--- src/rmfb_pkg.sv ---
// Shared types, constants and codes of the rotated monochrome framebuffer blitter.
`default_nettype none

package rmfb_pkg;

    // Default geometry, handed to the top level parameters.
    localparam int LOGICAL_WIDTH_DEF  = 250;
    localparam int LOGICAL_HEIGHT_DEF = 122;
    localparam int PANEL_WIDTH_DEF    = 122;
    localparam int PANEL_HEIGHT_DEF   = 250;

    // Working width of logical coordinates: covers a scaled bitmap far off panel.
    localparam int COORD_W = 14;

    localparam logic [7:0] PIX_MASK_MSB = 8'h80;
    localparam logic [7:0] BYTE_WHITE   = 8'hFF;
    localparam logic [2:0] LAST_BIT     = 3'd7;

    localparam int TDATA_IN_W  = 80;
    localparam int TUSER_IN_W  = 3;
    localparam int TDATA_OUT_W = 8;
    localparam int CFG_IDX_W   = 2;
    localparam int CFG_DATA_W  = 11;

    typedef enum logic [2:0] {
        ACT_CLEAR  = 3'd0,
        ACT_PIXEL  = 3'd1,
        ACT_RECT   = 3'd2,
        ACT_BITMAP = 3'd3,
        ACT_READ   = 3'd4
    } action_t;

    typedef enum logic [CFG_IDX_W-1:0] {
        CFG_ORIGIN_X = 2'd0,
        CFG_ORIGIN_Y = 2'd1,
        CFG_SIZE     = 2'd2,
        CFG_SCALE    = 2'd3
    } cfg_reg_t;

    typedef enum logic [2:0] {
        ST_CLEAR,
        ST_IDLE,
        ST_SPAN_LOAD,
        ST_PIX_RD,
        ST_PIX_WR,
        ST_BIT,
        ST_RD_ISSUE,
        ST_DONE
    } state_t;

    typedef struct packed {
        logic [2:0]         action;
        logic signed [10:0] pos_x;
        logic signed [10:0] pos_y;
        logic [8:0]         rect_width;
        logic [8:0]         rect_height;
        logic               ink_black;
        logic [7:0]         source_byte;
        logic [7:0]         source_row;
        logic [4:0]         source_column;
        logic [11:0]        read_index;
    } item_t;

    typedef struct packed {
        logic capture;
        logic clr_wr;
        logic span_load_item;
        logic span_load_square;
        logic span_step;
        logic pix_rd;
        logic pix_wr;
        logic bit_step;
        logic rd_issue;
        logic load_result;
    } ctrl_cmd_t;

    typedef struct packed {
        logic clr_last;
        logic span_empty;
        logic span_last;
        logic pix_in_clip;
        logic bit_paints;
        logic bit_last;
        logic out_free;
    } dp_status_t;

endpackage

`default_nettype wire

--- src/rmfb_ctrl.sv ---
// Controller state machine of the framebuffer blitter.
`default_nettype none

module rmfb_ctrl
(
    input  wire logic               clk,
    input  wire logic               rst_n,
    input  wire logic               in_valid,
    input  wire logic [2:0]         in_action,
    output logic                    in_ready,
    input  wire rmfb_pkg::dp_status_t status,
    output rmfb_pkg::ctrl_cmd_t     cmd
);

    rmfb_pkg::state_t state_reg, state_next;
    logic bitmap_reg, bitmap_next;
    logic clr_item_reg, clr_item_next;
    logic accept;
    rmfb_pkg::state_t span_end_state;

    assign in_ready = (state_reg == rmfb_pkg::ST_IDLE);
    assign accept   = in_valid && in_ready;

    // Where a finished span goes: next bitmap bit or the result.
    always_comb
    begin
        if (bitmap_reg && !status.bit_last)
        begin
            span_end_state = rmfb_pkg::ST_BIT;
        end
        else
        begin
            span_end_state = rmfb_pkg::ST_DONE;
        end
    end

    always_ff @(posedge clk or negedge rst_n)
    begin
        if (!rst_n)
        begin
            state_reg    <= rmfb_pkg::ST_CLEAR;
            bitmap_reg   <= 1'b0;
            clr_item_reg <= 1'b0;
        end
        else
        begin
            state_reg    <= state_next;
            bitmap_reg   <= bitmap_next;
            clr_item_reg <= clr_item_next;
        end
    end

    // Next state.
    always_comb
    begin
        state_next    = state_reg;
        bitmap_next   = bitmap_reg;
        clr_item_next = clr_item_reg;
        case (state_reg)
            rmfb_pkg::ST_CLEAR:
            begin
                if (status.clr_last)
                begin
                    state_next = clr_item_reg ? rmfb_pkg::ST_DONE : rmfb_pkg::ST_IDLE;
                end
            end
            rmfb_pkg::ST_IDLE:
            begin
                if (accept)
                begin
                    bitmap_next   = 1'b0;
                    clr_item_next = 1'b0;
                    case (rmfb_pkg::action_t'(in_action))
                        rmfb_pkg::ACT_CLEAR:
                        begin
                            clr_item_next = 1'b1;
                            state_next    = rmfb_pkg::ST_CLEAR;
                        end
                        rmfb_pkg::ACT_PIXEL:  state_next = rmfb_pkg::ST_SPAN_LOAD;
                        rmfb_pkg::ACT_RECT:   state_next = rmfb_pkg::ST_SPAN_LOAD;
                        rmfb_pkg::ACT_BITMAP:
                        begin
                            bitmap_next = 1'b1;
                            state_next  = rmfb_pkg::ST_BIT;
                        end
                        rmfb_pkg::ACT_READ:   state_next = rmfb_pkg::ST_RD_ISSUE;
                        default:              state_next = rmfb_pkg::ST_DONE;
                    endcase
                end
            end
            rmfb_pkg::ST_SPAN_LOAD:
            begin
                state_next = rmfb_pkg::ST_PIX_RD;
            end
            rmfb_pkg::ST_PIX_RD:
            begin
                if (status.span_empty)
                begin
                    state_next = span_end_state;
                end
                else if (status.pix_in_clip)
                begin
                    state_next = rmfb_pkg::ST_PIX_WR;
                end
                else if (status.span_last)
                begin
                    state_next = span_end_state;
                end
            end
            rmfb_pkg::ST_PIX_WR:
            begin
                state_next = status.span_last ? span_end_state : rmfb_pkg::ST_PIX_RD;
            end
            rmfb_pkg::ST_BIT:
            begin
                if (status.bit_paints)
                begin
                    state_next = rmfb_pkg::ST_PIX_RD;
                end
                else if (status.bit_last)
                begin
                    state_next = rmfb_pkg::ST_DONE;
                end
            end
            rmfb_pkg::ST_RD_ISSUE:
            begin
                state_next = rmfb_pkg::ST_DONE;
            end
            rmfb_pkg::ST_DONE:
            begin
                if (status.out_free)
                begin
                    state_next = rmfb_pkg::ST_IDLE;
                end
            end
            default:
            begin
                state_next = rmfb_pkg::ST_IDLE;
            end
        endcase
    end

    // Commands to the datapath.
    always_comb
    begin
        cmd         = '0;
        cmd.capture = accept;
        case (state_reg)
            rmfb_pkg::ST_CLEAR:
            begin
                cmd.clr_wr = 1'b1;
            end
            rmfb_pkg::ST_SPAN_LOAD:
            begin
                cmd.span_load_item = 1'b1;
            end
            rmfb_pkg::ST_PIX_RD:
            begin
                if (status.span_empty)
                begin
                    cmd.bit_step = bitmap_reg && !status.bit_last;
                end
                else if (status.pix_in_clip)
                begin
                    cmd.pix_rd = 1'b1;
                end
                else if (status.span_last)
                begin
                    cmd.bit_step = bitmap_reg && !status.bit_last;
                end
                else
                begin
                    cmd.span_step = 1'b1;
                end
            end
            rmfb_pkg::ST_PIX_WR:
            begin
                cmd.pix_wr = 1'b1;
                if (status.span_last)
                begin
                    cmd.bit_step = bitmap_reg && !status.bit_last;
                end
                else
                begin
                    cmd.span_step = 1'b1;
                end
            end
            rmfb_pkg::ST_BIT:
            begin
                if (status.bit_paints)
                begin
                    cmd.span_load_square = 1'b1;
                end
                else if (!status.bit_last)
                begin
                    cmd.bit_step = 1'b1;
                end
            end
            rmfb_pkg::ST_RD_ISSUE:
            begin
                cmd.rd_issue = 1'b1;
            end
            rmfb_pkg::ST_DONE:
            begin
                cmd.load_result = status.out_free;
            end
            default:
            begin
                cmd.capture = accept;
            end
        endcase
    end

endmodule

`default_nettype wire

--- config.mk ---
export PLATFORM = sky130hd
export DESIGN_NAME = rmfb_ctrl
export DESIGN_NICKNAME = d
export VERILOG_FILES = /design/src/rmfb_pkg.sv /design/src/rmfb_ctrl.sv
export SDC_FILE = /design/constraint.sdc
export NUM_CORES = 1
export LEC_CHECK = 0
export BUFFER_PORTS_ARGS = -buffer_cell sky130_fd_sc_hd__buf_2
export CAP_MARGIN = 10
export CORE_AREA = 2 2 39 41
export DETAILED_ROUTE_END_ITERATION = 8
export DIE_AREA = 0 0 41 43
export MAX_ROUTING_LAYER = met4
export PLACE_DENSITY = 0.73
export RECOVER_POWER = 25
export SYNTH_ARGS = -nofsm -noshare
export SYNTH_HDL_FRONTEND = slang
export SYNTH_SLANG_ARGS = --single-unit
--- constraint.sdc ---
create_clock -name clk -period 1.6 [get_ports clk]
set_input_delay 0 -clock clk [delete_from_list [all_inputs] [get_ports clk]]
set_output_delay 0 -clock clk [all_outputs]
set_load 0.05 [all_outputs]
* Word-level counts from Yosys, hierarchy flattened
Cells that the tools add are included.
** Cells by class
- Equality and inequality tests :: 16
- Mux-type cells :: 34
- Reduce and logical (&&, ||, !) cells :: 8
** Operator list (number)
- 2-to-1 mux 3 bit :: 10
- one-hot mux 3 bit (8 select lines) :: 1
- 2-to-1 mux 1 bit :: 18
- == test 3 bit (second input constant) :: 5
- == test 3 x 2 -> 1 bit (second input constant) :: 4
- one-hot mux 3 bit (4 select lines) :: 1
- == test 3 x 1 -> 1 bit (second input constant) :: 2
- logical NOT 3 bit :: 2
- AND reduction 5 bit :: 1
- 2-to-1 mux 2 bit :: 2
- inequality test 2 bit (second input constant) :: 2
- inequality test 4 bit (second input constant) :: 1
- inequality test 3 bit (second input constant) :: 1
- one-hot mux 1 bit (3 select lines) :: 1
- logical AND 1 bit :: 2
- inequality test 2 x 1 -> 1 bit (second input constant) :: 1
- one-hot mux 1 bit (2 select lines) :: 1
- AND reduction 2 bit :: 1
- OR reduction 2 bit :: 1
- logical NOT 1 bit :: 1
** Word-level totals
- Flip-flop bits (word level) :: 5
- Logic and storage cells :: 61

* Depth between registers and ports, before layout
Gate-level depths: netlist of run 1.
- Depth after elaboration :: 7
- Gate-level depth with buffers :: 6

* Worst setup path after synthesis of run 1
OpenSTA, ideal clock, no wires.
- Path kind :: register -> output
- Start point :: register state_reg[2]
- End point :: output cmd[5] (netlist name)
- Data arrival time :: 2359 ps
- Required time :: 1600 ps
- Path slack :: -759 ps
- Cell stages (with the launch flop) :: 4
- Cells stage by stage :: dfrtp_1 > nor3b_2 > inv_1 > o21ai_0
** RTL lines
- start: declaration :: line rmfb_ctrl.sv:15 : rmfb_pkg::state_t state_reg, state_next;
- start signal: assignment :: line rmfb_ctrl.sv:41 : state_reg <= rmfb_pkg::ST_CLEAR;
- start signal: assignment :: line rmfb_ctrl.sv:47 : state_reg <= state_next;
- end: declaration :: line rmfb_ctrl.sv:12 : output rmfb_pkg::ctrl_cmd_t cmd

==> flow_summary.toml, run 1 <==
[worst_setup_path]
slowest_delay_ps = 410
cp-end-kind = "primary output"
cp.arrival_ps = 1590
criticalPathCategory = "flip-flop to primary output"
crit_path_top_delay_cell = "dfrtp_2"
start_kind = "flip-flop"
worst-r2r-setup-slack_ps = 80
critPathMaxFanout = 3
r2r_cells = 6
required_ps = 1600
timing.rr.end = "state_reg[1]"
path_cells = "buf_4 > nor3b_4 > and2_4 > o21ai_4 > a21oi_4 > buf_6"
r2r-start = "state_reg[1]"

[worst_hold_path]
min_path_cells = 3
hold_start = "in_valid"
min_path_type = "input pin to flip-flop"
holdPathEnd = "clr_item_reg"

[routing]
via_per_inst = 5.42
dr.pass1.iters = 4
antenna_left = 0
via_count = 672
wirelength_um = 1650
drc = 0
drt_iter0_drc = 19
wire_per_inst_um = 13.3

[synth]
synthTopCellsByArea = "dfrtp_1 22%, buf_6 5.9%, nor3_1 4.4%"
synth-seq-cells = 5
syn_area_per_cell_um2 = 8.00
synth.distinct_cells = 37
synth_top_area_cell = "dfrtp_1"
yosys_warnings = 0
synth_top_area_share_pct = 22.0
yosysSeqAreaShare_pct = 22.0
syn-cell-area_um2 = 568
syn_nets = 84
netlist_instances = 71

[power]
swShare_pct = 51.7
comb_power_share_pct = 71.6
pwr-share-seq_pct = 18.7
finalPower_mw = 1.64
power_frac_clock_pct = 9.7
power.density_nw_per_um2 = 1820
power.leakage_nw = 0.438
p_int_uw = 793
power_switching_uw = 847
ir_drop_mv = 0.936

[global_route]
grt_antenna_before_repair = 0
grt_pass1_wl_um = 2640
grt_usage_pct = 23.0
grt-ovfl-total = 0
grt_max_degree = 11
first_global_vias = 631

[die]
start_util_pct = 41.0
core_area_um2 = 1380
pin_count = 24
die_h_um = 43
die_x_um = 41
die-area_um2 = 1760
row_count = 14

[sta]
fin_crit_sh_pct = 99.6
rsz0062_at_grt = "yes"
slew_violations = 0
skew_ps = 7.70
hold_violations = 0
tightestPinTransition_ps = 257
setup_viol = 0
max-slew-margin-rel_pct = 82.9
min_period_ps = 1590
holdWs_ps = 81.3
fmax_ghz = 0.628

[layout]
layout.cells.most_common = "buf_2"
mostFrequentLayoutCells = "21 x buf_2, 10 x buf_4, 5 x inv_1, 5 x nand2_1, 5 x nor2_1"
fin_nets = 122
drive_gt1_share_pct = 53.7
diodes = 0
areaGrowthSynthToFinish_pct = 58.8
largest_reg_flops = 3

[clocking]
root_buffer = "clkbuf_4"
clk_pin_slew_worst_paths_ps = 50
cts_tree = "done"
cts_buffer_depth = 2
clock_sinks = 5
htree_levels = 1
cts_inserted_buffers = 3
clock_latency_ps = 250

[job]
cap_violations = 0

[place]
hpwl_um = 1130
port_buffers = 23
place_congestion = 0.790

[status]
status = "finished clean"
per-layer routing:
metal | vias up | global-route usage [%] | share of wire, %
li1 | 331 | - | -
met1 | 314 | 25.8 | 43
met2 | 20 | 35.3 | 50
met3 | 7 | 4.71 | 4.1
met4 | 0 | 14.0 | 3.2
met5 | - | - | 0
logic make-up (layout without fill, tap and decap cells):
kind of cell / after synthesis / count (layout) / share of synthesized area, %
muxes: 1 / 1 / 2.64
and+or+nand+nor: 32 / 32 / 32.8
DFF: 5 / 5 / 22.0
xor gates and xnor gates: 1 / 1 / 1.54
AOI/OAI and AO/OA: 21 / 21 / 28.9
buffers and inverters: 11 / 48 / 12.1
through the flow:
step                cells  util, %  worst slack, ps  setup TNS, ps  instance area (um^2)
floorplan              71        -             1.15              0                   621
global placement      111     54.5             86.2              0                   754
detailed placement    111     54.5             53.5              0                   754
CTS                   123     62.7             13.9              0                   867
global route          124     65.2            -37.3          -37.3                   902
finish                124     65.2             6.72              0                   902
critical path: cells and delay by family, from the launching register on:
family	cells	cell delay, ps
and+or+nand+nor	2	420
buffers and inverters	2	310
DFF	1	410
AOI/OAI and AO/OA	2	190
final cells by class:
cell class,count,area [um^2]
clock buffer,4,26.3
fill,129,482
inverter,6,22.5
multi-input combinational,55,458
sequential,5,129
tap,16,20.0
timing repair buffer,38,246
worst max path at each step:
stage                   to          from  cells past startpoint  slack [ps]
finish              cmd[2]  state_reg[0]                      6           7
global route        cmd[2]  state_reg[2]                      5         -40
floorplan           cmd[2]  state_reg[0]                      4           1
detailed placement  cmd[2]  state_reg[0]                      5          50
CTS                 cmd[2]  state_reg[1]                      6          10
global placement    cmd[2]  state_reg[1]                      6          90
cell usage after synthesis:
master,instances
a21oi_1,2
a211o_1,2
nand2b_1,2
or3_1,1
a32oi_1,1
or2b_1,1
nand3_1,2
o22ai_1,1
dfrtp_1,5
and3b_1,1
nor2b_1,2
buf_6,3
and4b_1,1
inv_1,5
o211a_1,1
o21ai_1,2
and3_1,1
nand2_2,1
o31a_1,1
mux2_4,1
inv_2,1
o211ai_2,1
nor2_1,5
nor3b_2,2
o2111ai_1,1
nand4b_1,1
nor3_1,5
o311ai_2,1
nand2_1,6
o31ai_1,1
o21ai_0,5
buf_2,1
o41ai_2,1
a31oi_1,1
buf_4,1
and2_1,1
xor2_1,1
power groups by stage:
stage | sequential (mW) | clock, mW | combinational (mW)
2_1_floorplan | 0.262 | 0 | 0.841
4_1_cts | 0.295 | 0.157 | 1.11
5_1_grt | 0.316 | 0.172 | 1.27
3_3_place_gp | 0.321 | 0 | 0.969
6_report | 0.307 | 0.159 | 1.17
3_5_place_dp | 0.319 | 0 | 0.977
repair_timing:
| action | in CTS | in global routing |
|---|---|---|
| hold endpoints to repair | 6 | 0 |
| setup buffers | 4 | 1 |
| pin swaps | 2 | 3 |
| hold buffers | 4 | 0 |
| setup endpoints to repair | 3 | 3 |
| resized for setup | 6 | 6 |
Note: power is estimated with default switching activity, not from simulation.
==> run 2: changes to the inputs <==
--- a/config.mk
+++ b/config.mk
@@ -8,6 +8,7 @@
 export BUFFER_PORTS_ARGS = -buffer_cell sky130_fd_sc_hd__buf_2
 export CAP_MARGIN = 10
 export CORE_AREA = 2 2 39 41
+export CTS_BUF_LIST = sky130_fd_sc_hd__clkbuf_4
 export DETAILED_ROUTE_END_ITERATION = 8
 export DIE_AREA = 0 0 41 43
 export MAX_ROUTING_LAYER = met4
==> run 2 against run 1 <==
Count of clock-buffer cells in the layout stayed put. Non-clock buffer count is 1 lower. Total power is 2.3% lower. Die area stayed put. Via count is 1.2% lower. Global-route usage is 1.1 points lower. Clock power is 6% higher. Critical path depth stayed put. Combinational power is 3% lower. Critical path type unchanged. Critical endpoint unchanged. Largest power group unchanged. Highest routed layer unchanged.
==> flow_summary.toml, run 2 (synthesis results as in run 1) <==
[status]
status = "finished clean"

[routing]
dr.pass1.iters = 4
antenna_left = 0
wire_per_inst_um = 12.7
drt_iter0_drc = 18
drc = 0
wirelength_um = 1560
via_per_inst = 5.40
via_count = 664

[worst_setup_path]
cp.arrival_ps = 1570
criticalPathCategory = "flip-flop to primary output"
critPathMaxFanout = 4
required_ps = 1600
start_kind = "flip-flop"
cp-end-kind = "primary output"

[layout]
regArea_um2 = 129
areaGrowthSynthToFinish_pct = 56.2
fin_area_um2 = 887
drive_gt1_share_pct = 54.2
fin_nets = 121
nFillCells = 129
diodes = 0
layout.cells.most_common = "buf_2"
mostFrequentLayoutCells = "20 x buf_2, 9 x buf_4"
multi_input_area_um2 = 444
largest_reg_flops = 3

[die]
die_x_um = 41
core_area_um2 = 1380
die_h_um = 43
die-area_um2 = 1760
row_count = 14
pin_count = 24
start_util_pct = 41.0

[sta]
fmax_ghz = 0.637
fin_crit_sh_pct = 98.1
tns_ps = 0
hold_violations = 0
max-slew-margin-rel_pct = 83.1
min_period_ps = 1570
rsz0062_at_grt = "yes"
skew_ps = 11.6
tightestPinTransition_ps = 253
slew_violations = 0
setup_viol = 0
setup_slack_ps = 29.7

[global_route]
grt_usage_pct = 21.8
first_global_vias = 630
grt_pass1_wl_um = 2570
grt-ovfl-total = 0
grt_max_degree = 11
grt_antenna_before_repair = 0

[clocking]
clock_sinks = 5
cts_buffer_depth = 2
clock_latency_ps = 250
root_buffer = "clkbuf_4"
cts_tree = "done"
htree_levels = 1
clk_pin_slew_worst_paths_ps = 50
cts_inserted_buffers = 3

[place]
placed_area_um2 = 754
hpwl_um = 1130
port_buffers = 23
place_congestion = 0.790
post-place-ws_ps = 53.5

[power]
power.density_nw_per_um2 = 1810
power.leakage_nw = 0.433
ir_drop_mv = 1.07

[worst_hold_path]
min_path_type = "input pin to flip-flop"

[job]
cap_violations = 0
==> run 2: changes by cell type in the layout (fill, tap and decap cells not counted) <==
cell	previous run	this run
clkbuf_4	3	5
buf_2	21	20
buf_4	10	9
clkbuf_1	2	1
nor3_2	2	3
nor3_4	2	1
o21ai_2	1	2
o21ai_4	1	0
==> run 2: metal layers <==
| layer | GRT usage [%] | up-vias | routed length, um |
|---|---|---|---|
| met2 | 34.1 | 21 | 778 |
| met5 | - | - | 0 |
| met3 | 4.71 | 4 | 72 |
| met4 | 10.0 | 0 | 35 |
| met1 | 25.5 | 307 | 674 |
| li1 | - | 332 | - |
==> run 2: worst max-delay path, stage by stage (launching register included) <==
cell,delay (ps)
dfrtp_2,430
buf_6,140
nor3b_4,230
and2_4,180
o21ai_2,60
a21oi_4,120
buf_6,170
==> run 2: layout make-up <==
type	count	area share (%)
Multi-Input combinational cell	55	50.1
Timing Repair Buffer	37	27.2
Sequential cell	5	14.5
Clock buffer	4	3.39
Inverter	6	2.54
Tap cell	16	2.26
==> run 2: timing repair <==
item                                   4_1_cts  5_1_grt
setup endpoints to repair                    3        3
buffers inserted                             4        0
pin swaps                                    0        4
endpoints found under the hold margin        6        0
gates resized for setup                      4        7
gates cloned                                 0        0
hold buffers                                 4        0
==> run 2: worst paths after layout <==
kind / slack (ps) / start / endpoint / depth (start not counted)
min reg2reg: 540 / clr_item_reg / clr_item_reg / 2
max: 30 / state_reg[1] / cmd[2] / 6
min: 70 / in_valid / clr_item_reg / 3
max in group asynchronous: 1240 / rst_n / state_reg[1] / 2
max reg2reg: 90 / state_reg[1] / state_reg[1] / 6
min in group asynchronous: 120 / rst_n / clr_item_reg / 2
==> run 2: through the flow <==
step / std cells / total power [mW] / hold WS (ps) / util (%)
5_1_grt: 123 / 1.72 / 87.1 / 64.1
3_3_place_gp: 111 / 1.29 / -183 / 54.5
4_1_cts: 123 / 1.56 / 62.4 / 62.4
3_5_place_dp: 111 / 1.30 / -182 / 54.5
2_1_floorplan: 71 / 1.10 / -296 / -
6_report: 123 / 1.60 / 68.7 / 64.1
==> run 2: power by group <==
group,switching (mW),internal [mW],total [mW]
clock,0.0578,0.112,0.169
combinational,0.648,0.482,1.13
sequential,0.108,0.195,0.303
total,0.814,0.788,1.60
